## src/design/temperature_to_digit_display_assert.svh

```systemverilog
// ----------------------------------------------------------------------------
// Assertion macros for the temperature display block
// Each macro expects clk and rst_n in the scope where it is used.
// ----------------------------------------------------------------------------
`ifndef TEMPERATURE_TO_DIGIT_DISPLAY_ASSERT_SVH
`define TEMPERATURE_TO_DIGIT_DISPLAY_ASSERT_SVH

`ifndef SYNTHESIS

// Condition holds at every clock edge out of reset
`define TDD_ASSERT_HOLD(label, cond) \
  label: assert property (@(posedge clk) disable iff (!rst_n) (cond)) \
    else $error("assertion failed");

// Condition in one cycle implies a condition in the next
`define TDD_ASSERT_NEXT(label, pre, post) \
  label: assert property (@(posedge clk) disable iff (!rst_n) (pre) |=> (post)) \
    else $error("assertion failed");

`else

`define TDD_ASSERT_HOLD(label, cond)
`define TDD_ASSERT_NEXT(label, pre, post)

`endif

`endif

```

## src/design/tdd_pkg.sv

```systemverilog
// ----------------------------------------------------------------------------
// tdd_pkg
// Shared types, constants and helper functions of the temperature display.
// ----------------------------------------------------------------------------
`default_nettype none

package tdd_pkg;

  // Display write sequence
  localparam int NUM_WRITES = 8;
  localparam int K_W        = $clog2(NUM_WRITES);
  localparam int POINT_IDX  = 1;   // position 2, zero based

  // Code-B values
  localparam logic [7:0] CODE_MINUS = 8'h0A;
  localparam logic [7:0] CODE_BLANK = 8'h0F;
  localparam logic [7:0] CODE_POINT = 8'h80;

  // Decimal digits of the rounded number: tenths plus four of the whole part
  localparam int NUM_DIGITS = 5;
  localparam int BCD_W      = 16;
  localparam int WHOLE_W    = 12;
  localparam int HALF_W     = WHOLE_W / 2;
  localparam int ND_W       = 3;

  // Front to back queue
  localparam int Q_DEPTH = 2;
  localparam int Q_PTR_W = $clog2(Q_DEPTH);
  localparam int Q_CNT_W = $clog2(Q_DEPTH + 1);

  // One classified temperature, ready for display
  typedef struct packed {
    logic [NUM_DIGITS-1:0][3:0] digits;      // index 0 is the tenths digit
    logic [ND_W-1:0]            num_digits;  // digit positions used, 2..5
    logic                       neg;
  } tdd_entry_t;

  // Queue status seen by the back end
  typedef struct packed {
    logic full;
    logic not_empty;
  } tdd_q_stat_t;

  // Tenths digit from sixteenths: round to thousandths, then to tenths
  function automatic logic [3:0] round_frac(input logic [3:0] f);
    logic [3:0] r;
    case (f)
      4'd0:    r = 4'd0;
      4'd1:    r = 4'd1;
      4'd2:    r = 4'd1;
      4'd3:    r = 4'd2;
      4'd4:    r = 4'd3;
      4'd5:    r = 4'd3;
      4'd6:    r = 4'd4;
      4'd7:    r = 4'd4;
      4'd8:    r = 4'd5;
      4'd9:    r = 4'd6;
      4'd10:   r = 4'd6;
      4'd11:   r = 4'd7;
      4'd12:   r = 4'd8;
      4'd13:   r = 4'd8;
      4'd14:   r = 4'd9;
      4'd15:   r = 4'd9;
      default: r = 4'd0;
    endcase
    return r;
  endfunction

  // One double-dabble step: correct each nibble, then shift in a bit
  function automatic logic [BCD_W-1:0] dd_step(input logic [BCD_W-1:0] bcd,
                                               input logic b);
    logic [BCD_W-1:0] adj;
    adj = bcd;
    for (int i = 0; i < BCD_W / 4; i++) begin
      if (adj[i*4 +: 4] >= 4'd5) begin
        adj[i*4 +: 4] = adj[i*4 +: 4] + 4'd3;
      end
    end
    return {adj[BCD_W-2:0], b};
  endfunction

endpackage

`default_nettype wire

```

## src/design/tdd_front.sv

```systemverilog
// ----------------------------------------------------------------------------
// tdd_front
// Accepts raw temperatures, takes the magnitude, rounds to tenths and
// converts the whole part to decimal over two pipeline stages.
// ----------------------------------------------------------------------------
`default_nettype none

module tdd_front (
  input  wire logic                clk,
  input  wire logic                rst_n,
  input  wire logic                in_valid,
  output logic                     in_stall,
  input  wire logic [7:0]          in_temp_high,
  input  wire logic [7:0]          in_temp_low,
  input  wire tdd_pkg::tdd_q_stat_t q_stat,
  output logic                     q_push,
  output tdd_pkg::tdd_entry_t      q_entry
);

  logic        s1_v_r, s1_v_nxt;
  logic        s2_v_r, s2_v_nxt;
  logic        s1_ready, s2_ready;

  logic [15:0] raw;
  logic [15:0] mag;

  logic [tdd_pkg::WHOLE_W-1:0] s1_whole_r;
  logic [3:0]                  s1_tenth_r;
  logic                        s1_neg_r;

  logic [tdd_pkg::BCD_W-1:0]   s1_bcd;
  logic [tdd_pkg::BCD_W-1:0]   s2_bcd_r;
  logic [tdd_pkg::HALF_W-1:0]  s2_rest_r;
  logic [3:0]                  s2_tenth_r;
  logic                        s2_neg_r;
  logic [tdd_pkg::BCD_W-1:0]   s2_bcd;

  // Handshake through the two stages
  assign q_push   = s2_v_r && !q_stat.full;
  assign s2_ready = !s2_v_r || !q_stat.full;
  assign s1_ready = !s1_v_r || s2_ready;
  assign in_stall = !s1_ready;

  always_comb begin
    s1_v_nxt = s1_ready ? in_valid : s1_v_r;
    s2_v_nxt = s2_ready ? s1_v_r : s2_v_r;
  end

  always_ff @(posedge clk) begin
    if (!rst_n) begin
      s1_v_r <= 1'b0;
      s2_v_r <= 1'b0;
    end else begin
      s1_v_r <= s1_v_nxt;
      s2_v_r <= s2_v_nxt;
    end
  end

  // Magnitude; the most negative word maps onto itself as 32768
  assign raw = {in_temp_high, in_temp_low};
  assign mag = raw[15] ? (~raw + 16'd1) : raw;

  // Stage 1: whole part, tenths digit and sign
  always_ff @(posedge clk) begin
    if (in_valid && s1_ready) begin
      s1_whole_r <= mag[15:4];
      s1_tenth_r <= tdd_pkg::round_frac(mag[3:0]);
      s1_neg_r   <= raw[15];
    end
  end

  // Upper half of the whole part into BCD
  always_comb begin
    s1_bcd = '0;
    for (int i = 0; i < tdd_pkg::HALF_W; i++) begin
      s1_bcd = tdd_pkg::dd_step(s1_bcd, s1_whole_r[tdd_pkg::WHOLE_W-1-i]);
    end
  end

  // Stage 2: partial BCD and the bits still to shift in
  always_ff @(posedge clk) begin
    if (s1_v_r && s2_ready) begin
      s2_bcd_r   <= s1_bcd;
      s2_rest_r  <= s1_whole_r[tdd_pkg::HALF_W-1:0];
      s2_tenth_r <= s1_tenth_r;
      s2_neg_r   <= s1_neg_r;
    end
  end

  // Lower half into BCD, then classify the digit count
  always_comb begin
    s2_bcd = s2_bcd_r;
    for (int i = 0; i < tdd_pkg::HALF_W; i++) begin
      s2_bcd = tdd_pkg::dd_step(s2_bcd, s2_rest_r[tdd_pkg::HALF_W-1-i]);
    end
  end

  always_comb begin
    q_entry.digits = {s2_bcd, s2_tenth_r};
    q_entry.neg    = s2_neg_r;
    if (s2_bcd[15:12] != 4'd0) begin
      q_entry.num_digits = tdd_pkg::ND_W'(5);
    end else if (s2_bcd[11:8] != 4'd0) begin
      q_entry.num_digits = tdd_pkg::ND_W'(4);
    end else if (s2_bcd[7:4] != 4'd0) begin
      q_entry.num_digits = tdd_pkg::ND_W'(3);
    end else begin
      q_entry.num_digits = tdd_pkg::ND_W'(2);
    end
  end

endmodule

`default_nettype wire

```

## src/design/tdd_queue.sv

```systemverilog
// ----------------------------------------------------------------------------
// tdd_queue
// Short queue of classified temperatures between the front and back ends.
// ----------------------------------------------------------------------------
`default_nettype none

module tdd_queue (
  input  wire logic                clk,
  input  wire logic                rst_n,
  input  wire logic                push,
  input  wire tdd_pkg::tdd_entry_t push_entry,
  input  wire logic                pop,
  output tdd_pkg::tdd_q_stat_t     stat,
  output tdd_pkg::tdd_entry_t      head
);

  `include "temperature_to_digit_display_assert.svh"

  tdd_pkg::tdd_entry_t          slot_r [tdd_pkg::Q_DEPTH];
  logic [tdd_pkg::Q_PTR_W-1:0]  wr_ptr_r, wr_ptr_nxt;
  logic [tdd_pkg::Q_PTR_W-1:0]  rd_ptr_r, rd_ptr_nxt;
  logic [tdd_pkg::Q_CNT_W-1:0]  cnt_r, cnt_nxt;

  assign stat.full      = (cnt_r == tdd_pkg::Q_CNT_W'(tdd_pkg::Q_DEPTH));
  assign stat.not_empty = (cnt_r != '0);
  assign head           = slot_r[rd_ptr_r];

  // Advance pointers and occupancy
  always_comb begin
    wr_ptr_nxt = push ? wr_ptr_r + 1'b1 : wr_ptr_r;
    rd_ptr_nxt = pop  ? rd_ptr_r + 1'b1 : rd_ptr_r;
    cnt_nxt    = cnt_r;
    if (push && !pop) begin
      cnt_nxt = cnt_r + 1'b1;
    end else if (pop && !push) begin
      cnt_nxt = cnt_r - 1'b1;
    end
  end

  always_ff @(posedge clk) begin
    if (!rst_n) begin
      wr_ptr_r <= '0;
      rd_ptr_r <= '0;
      cnt_r    <= '0;
    end else begin
      wr_ptr_r <= wr_ptr_nxt;
      rd_ptr_r <= rd_ptr_nxt;
      cnt_r    <= cnt_nxt;
    end
  end

  // Store the pushed word
  always_ff @(posedge clk) begin
    if (push) begin
      slot_r[wr_ptr_r] <= push_entry;
    end
  end

  `TDD_ASSERT_HOLD(a_no_push_full, !(push && stat.full))
  `TDD_ASSERT_HOLD(a_no_pop_empty, !(pop && !stat.not_empty))
  `TDD_ASSERT_NEXT(a_push_fills, push && !pop, cnt_r != '0)

endmodule

`default_nettype wire

```

## src/design/tdd_back.sv

```systemverilog
// ----------------------------------------------------------------------------
// tdd_back
// Walks the eight digit positions of the head temperature, one display
// write per cycle while the output is not stalled, into a registered output.
// ----------------------------------------------------------------------------
`default_nettype none

module tdd_back (
  input  wire logic                clk,
  input  wire logic                rst_n,
  input  wire tdd_pkg::tdd_q_stat_t q_stat,
  input  wire tdd_pkg::tdd_entry_t head,
  output logic                     q_pop,
  output logic                     out_valid,
  input  wire logic                out_stall,
  output logic [3:0]               out_digit_position,
  output logic [7:0]               out_digit_code,
  output logic                     out_last_write
);

  `include "temperature_to_digit_display_assert.svh"

  logic                    out_valid_r, out_valid_nxt;
  logic [tdd_pkg::K_W-1:0] k_r, k_nxt;
  logic [3:0]              out_digit_position_r;
  logic [7:0]              out_digit_code_r;
  logic                    out_last_write_r;

  logic                    load;
  logic                    is_last;
  logic [3:0]              digit;
  logic [7:0]              code;

  assign load    = q_stat.not_empty && (!out_valid_r || !out_stall);
  assign is_last = (k_r == tdd_pkg::K_W'(tdd_pkg::NUM_WRITES - 1));
  assign q_pop   = load && is_last;

  // Pick the digit for this position
  always_comb begin
    case (k_r)
      3'd0:    digit = head.digits[0];
      3'd1:    digit = head.digits[1];
      3'd2:    digit = head.digits[2];
      3'd3:    digit = head.digits[3];
      3'd4:    digit = head.digits[4];
      default: digit = 4'd0;
    endcase
  end

  // Digit, then minus sign if negative, then blanks
  always_comb begin
    if (k_r < head.num_digits) begin
      code = {4'd0, digit};
      if (k_r == tdd_pkg::K_W'(tdd_pkg::POINT_IDX)) begin
        code = code | tdd_pkg::CODE_POINT;
      end
    end else if (k_r == head.num_digits && head.neg) begin
      code = tdd_pkg::CODE_MINUS;
    end else begin
      code = tdd_pkg::CODE_BLANK;
    end
  end

  // Advance the position counter and output valid
  always_comb begin
    k_nxt         = load ? k_r + 1'b1 : k_r;
    out_valid_nxt = out_valid_r;
    if (load) begin
      out_valid_nxt = 1'b1;
    end else if (!out_stall) begin
      out_valid_nxt = 1'b0;
    end
  end

  always_ff @(posedge clk) begin
    if (!rst_n) begin
      k_r         <= '0;
      out_valid_r <= 1'b0;
    end else begin
      k_r         <= k_nxt;
      out_valid_r <= out_valid_nxt;
    end
  end

  // Hold the output word until taken
  always_ff @(posedge clk) begin
    if (load) begin
      out_digit_position_r <= {1'b0, k_r} + 4'd1;
      out_digit_code_r     <= code;
      out_last_write_r     <= is_last;
    end
  end

  assign out_valid          = out_valid_r;
  assign out_digit_position = out_digit_position_r;
  assign out_digit_code     = out_digit_code_r;
  assign out_last_write     = out_last_write_r;

  `TDD_ASSERT_HOLD(a_point_on_two, !(out_valid_r && out_digit_position_r == 4'd2) || out_digit_code_r[7])
  `TDD_ASSERT_HOLD(a_last_on_eight, !(out_valid_r && out_last_write_r) || out_digit_position_r == 4'd8)
  `TDD_ASSERT_HOLD(a_ndig_range, !(load && k_r == '0) || (head.num_digits >= 3'd2 && head.num_digits <= 3'd5))

endmodule

`default_nettype wire

```

## src/design/temperature_to_digit_display.sv

```systemverilog
// Path: a temperature passes the stage 1 and stage 2 registers and a queue slot
// before its first digit write is loaded into the single output register that
// the back end fills, one write per cycle while out_stall is low; the front takes
// a word per cycle until its two stages and the 2-deep queue are full.
// Reset: synchronous, active low; clears stage valids, queue and write counter.
// ----------------------------------------------------------------------------
// temperature_to_digit_display
// Raw two's-complement temperature to eight code-B digit register writes.
// ----------------------------------------------------------------------------
`default_nettype none

module temperature_to_digit_display (
  input  wire logic       clk,
  input  wire logic       rst_n,
  input  wire logic       in_valid,
  output logic            in_stall,
  input  wire logic [7:0] in_temp_high,
  input  wire logic [7:0] in_temp_low,
  output logic            out_valid,
  input  wire logic       out_stall,
  output logic [3:0]      out_digit_position,
  output logic [7:0]      out_digit_code,
  output logic            out_last_write
);

  tdd_pkg::tdd_q_stat_t q_stat;
  tdd_pkg::tdd_entry_t  q_entry;
  tdd_pkg::tdd_entry_t  q_head;
  logic                 q_push;
  logic                 q_pop;

  // Accept and classify
  tdd_front u_front (
    .clk          (clk),
    .rst_n        (rst_n),
    .in_valid     (in_valid),
    .in_stall     (in_stall),
    .in_temp_high (in_temp_high),
    .in_temp_low  (in_temp_low),
    .q_stat       (q_stat),
    .q_push       (q_push),
    .q_entry      (q_entry)
  );

  // Decouple front from back
  tdd_queue u_queue (
    .clk        (clk),
    .rst_n      (rst_n),
    .push       (q_push),
    .push_entry (q_entry),
    .pop        (q_pop),
    .stat       (q_stat),
    .head       (q_head)
  );

  // Emit display writes
  tdd_back u_back (
    .clk                (clk),
    .rst_n              (rst_n),
    .q_stat             (q_stat),
    .head               (q_head),
    .q_pop              (q_pop),
    .out_valid          (out_valid),
    .out_stall          (out_stall),
    .out_digit_position (out_digit_position),
    .out_digit_code     (out_digit_code),
    .out_last_write     (out_last_write)
  );

endmodule

`default_nettype wire

```

## config.mk

```make
export PLATFORM = sky130hd
export DESIGN_NAME = temperature_to_digit_display
export DESIGN_NICKNAME = d
export VERILOG_FILES = /design/src/design/tdd_pkg.sv /design/src/design/tdd_front.sv /design/src/design/tdd_queue.sv /design/src/design/tdd_back.sv /design/src/design/temperature_to_digit_display.sv
export VERILOG_INCLUDE_DIRS = /design/src /design/src/design
export SDC_FILE = /design/constraint.sdc
export NUM_CORES = 1
export LEC_CHECK = 0
export ABC_AREA = 1
export BUFFER_PORTS_ARGS = -buffer_cell sky130_fd_sc_hd__buf_2
export CAP_MARGIN = 20
export CORE_MARGIN = 1.5
export CORE_UTILIZATION = 55
export CTS_BUF_LIST = sky130_fd_sc_hd__clkbuf_8
export DETAILED_ROUTE_END_ITERATION = 10
export PLACE_DENSITY = 0.73
export SKIP_LAST_GASP = 1
export SYNTH_ARGS = -nofsm -noshare
export SYNTH_HDL_FRONTEND = slang
export SYNTH_HIERARCHICAL = 1
export SYNTH_SLANG_ARGS = --single-unit
```

## constraint.sdc

```tcl
create_clock -name clk -period 5.9 [get_ports clk]
set_input_delay 1.18 -clock clk [delete_from_list [all_inputs] [get_ports clk]]
set_output_delay 1.18 -clock clk [all_outputs]
set_load 0.02 [all_outputs]
```

==> flow_metrics.tcl <==
set metrics [dict create \
    status "complete, no violations" \
    timing.critical_path.fanout_max 5 \
    antenna_found_initial 0 \
    yosys_warnings 6 \
    routed-via-count 4502 \
    seq_area_frac_synth 0.475 \
    clock_network_latency_to_the_later_pin_of_the_worst_skew_pair_ps 370 \
    worst_path_largest_cell_delay_ps 470 \
    drt.antenna.violating_nets 0 \
    drc_errors 0 \
    htree_levels 3 \
    worstPathRequired_ps 6030 \
    design.final.nets 774 \
    cts.path.max_buffers 2 \
    grt_pass1_wl_um 17700 \
    cts_buffers 9 \
    placement.setup.worst_slack_ps 1070 \
    detail_route.first_pass.iterations 4 \
    p_leak_uw 0.00314 \
    number_of_global_route_vias_before_repair 4264 \
    n_antenna_cell 0 \
    worstSetupStartpoint "u_front/s2_bcd_r[0]" \
    floorplan.initialDensity 0.560 \
    timing.critical_path.mode_cell "sky130_fd_sc_hd__nand2_1" \
    post_cts.repair.setup_buffers 0 \
    number_of_placement_rows 39 \
    fill_cell_instance_count_of_the_final_layout 915 \
    grt_use_met1 0.216 \
    netlist_area_um2 6340 \
    grt_busiest_layer "met2" \
    grt_usage 0.185 \
    number_of_violations_reported_at_the_end_of_detailed_routing_iteration_0 180 \
    layout.cells.most_common_list "sky130_fd_sc_hd__nand2_1, sky130_fd_sc_hd__inv_1, sky130_fd_sc_hd__edfxtp_1" \
    hp-start "u_front/s1_tenth_r[3]" \
    syn_avg_cell_area_um2 9.21 \
    cts_root_buffer "sky130_fd_sc_hd__clkbuf_8" \
    io_buffers 31 \
    slew_headroom 0.371 \
    grtUsageMet2 0.338 \
    mostFrequentLayoutCell "sky130_fd_sc_hd__nand2_1" \
    r2r-start "u_front/s2_bcd_r[0]" \
    die_area_um2 12200 \
    synth.lib_cells_used.distinct 40 \
    syn-instance-count 688 \
    hp-class "reg -> reg" \
    worst_setup_path_category "reg -> reg" \
    max_cap_viol_count 0 \
    post-route-cell-area_um2 6810 \
    finalCritPeriodShare 0.827 \
    postCtsResizedCells 0 \
    timing.critical_path.from_type "flop" \
    synth_edf_count 93 \
    report.power.total_uw 3290 \
    crit_path_top_delay_cell "sky130_fd_sc_hd__edfxtp_1" \
    die-height_um 110 \
    detailed_place.area_um2 6590 \
    final-hold-violation-count 0 \
    rsz_0062_raised_after_global_routing "false" \
    maxClockFrequency_ghz 0.205 \
    die-width_um 110 \
    worst_setup_hold_path_clk_slew_ps 110 \
    setup_viol_count_final 0 \
    detail_route.wl_per_cell_um 12.4 \
    post_cts_hold_buffer_count 0 \
    cts_tree "yes" \
    final_number_of_max_transition_violations 0 \
    globalRouteOverflowTotal 0 \
    final_layout_size_suffix_gt1_frac 0.178 \
    tightest_slew_ps 943 \
    powerDensity_nw_per_um2 483 \
    core_area_um2 11300 \
    grt_max_degree 25 \
    fin_ws_ps 1020 \
    vdd.ir_drop.worst_uv 307 \
    synthFlopType "sky130_fd_sc_hd__edfxtp_1" \
    postSynthRegisterBits 104 \
    tns_ps 0 \
    crit_path_end_kind "flop" \
    post-route-min-period_ps 4880 \
    routed_via_density 5.16 \
    totalWireLength_um 10800 \
    design.portCount 35 \
    syn_to_final_growth_pct 7.38 \
    clock_sink_count 104 \
    skew_ps 16.6 \
    place.detailed.hpwl_um 8390 \
    arrival_ps 5010 \
    proportion_of_synthesized_flip_flops_having_asynchronous_set_or_reset 0 \
    global_route_met3_utilization 0.0359 \
    gp_congestion 0.803 \
]
[per-stage QoR]
| stage | hold slack (ps) | cells | util |
|---|---|---|---|
| finish | 426 | 872 | 0.601 |
| global route | 447 | 872 | 0.601 |
| CTS | 428 | 872 | 0.601 |
| detailed placement | 405 | 856 | 0.582 |
| global placement | 401 | 856 | 0.582 |
| floorplan | 400 | 690 | - |
[Yosys cell counts (2+ instances only)]
cell,n,area [um2]
sky130_fd_sc_hd__nand3b_1,4,30.0
sky130_fd_sc_hd__buf_6,2,22.5
sky130_fd_sc_hd__inv_2,6,22.5
sky130_fd_sc_hd__o21ai_0,25,125
sky130_fd_sc_hd__edfxtp_1,93,2790
sky130_fd_sc_hd__mux2_4,20,300
sky130_fd_sc_hd__conb_1,2,7.51
sky130_fd_sc_hd__nand4_1,13,81.3
sky130_fd_sc_hd__nor3_1,6,30.0
sky130_fd_sc_hd__buf_4,6,45.0
sky130_fd_sc_hd__nand3_2,13,130
sky130_fd_sc_hd__ha_1,30,375
sky130_fd_sc_hd__xor2_1,16,140
sky130_fd_sc_hd__nand2_4,3,33.8
sky130_fd_sc_hd__o21ai_2,3,26.3
sky130_fd_sc_hd__mux2_2,4,45.0
sky130_fd_sc_hd__nand2_2,23,144
sky130_fd_sc_hd__nor2_4,2,22.5
sky130_fd_sc_hd__nor2_1,40,150
sky130_fd_sc_hd__nand2_1,166,623
sky130_fd_sc_hd__o31ai_1,2,15.0
sky130_fd_sc_hd__inv_1,102,383
sky130_fd_sc_hd__xnor2_1,7,61.3
sky130_fd_sc_hd__nand3_1,45,225
sky130_fd_sc_hd__dfxtp_1,11,220
sky130_fd_sc_hd__buf_12,2,40.0
sky130_fd_sc_hd__a21oi_1,26,130
sky130_fd_sc_hd__o21ai_1,4,20.0
[state kept, by name, indices dropped and copies added (netlist names), named ones only]
register,count
u_back/out_valid,1
u_queue/slot_r,48
u_back/out_digit_position,4
u_back/out_digit_code,5
u_back/out_last_write,1
u_queue/wr_ptr_r,1
u_queue/rd_ptr_r,1
u_front/s2_v_r,1
u_front/s2_bcd_r,7
u_front/s2_tenth_r,4
u_queue/cnt_r,2
u_front/s1_neg_r,1
u_front/s1_whole_r,12
u_front/s2_neg_r,1
u_front/s1_tenth_r,4
u_front/s2_rest_r,6
u_front/s1_v_r,1
u_back/k_r,3
[per-layer routing]
layer / wire, um / vias to the layer above
li1: - / 2334
met1: 4720 / 2098
met2: 5670 / 61
met3: 324 / 9
met4: 135 / 0
met5: 0 / -
[critical path: cells and delay by family (launching register included)]
family / cells / cell delay (ps)
adders and majority gates: 5 / 940
buffers and inverters: 6 / 550
and+or+nand+nor: 21 / 1990
AOI/OAI and AO/OA: 3 / 680
DFF: 1 / 470
[layout make-up]
class / instances / area (um2) / share of cell area
Tap cell: 143 / 179 / 0.0263
Multi-Input combinational cell: 466 / 2810 / 0.413
Timing Repair Buffer: 34 / 178 / 0.0261
Clock buffer: 9 / 124 / 0.0182
Sequential cell: 104 / 3010 / 0.443
Clock inverter: 7 / 88.8 / 0.0131
Inverter: 109 / 409 / 0.0601
[cells by family (layout without fill, tap and decap cells)]
| logic type | after synthesis | count (layout) | synth area share |
|---|---|---|---|
| AOI/OAI and AO/OA | 64 | 64 | 0.0551 |
| xor gates and xnor gates | 23 | 23 | 0.0318 |
| adders and majority gates | 30 | 30 | 0.0592 |
| buffers and inverters | 120 | 159 | 0.0821 |
| DFF | 104 | 104 | 0.475 |
| muxes | 25 | 25 | 0.0561 |
| other | 2 | 4 | 0.00119 |
| and+or+nand+nor | 320 | 320 | 0.239 |
[final timing paths]
check	endpoint	slack, ps	depth (start not counted)
setup reg to reg	u_queue/slot_r[1][3]	1020	35
hold / removal	u_front/s2_tenth_r[3]	430	0
hold reg to reg	u_front/s2_tenth_r[3]	430	0
setup / recovery	u_queue/slot_r[1][3]	1020	35
[report_power, final]
part	internal (uW)	switching (uW)	total, uW
combinational	578	1190	1770
clock	206	258	464
sequential	1030	25.9	1060
total	1810	1470	3290
Note: power is estimated with default switching activity, not from simulation.
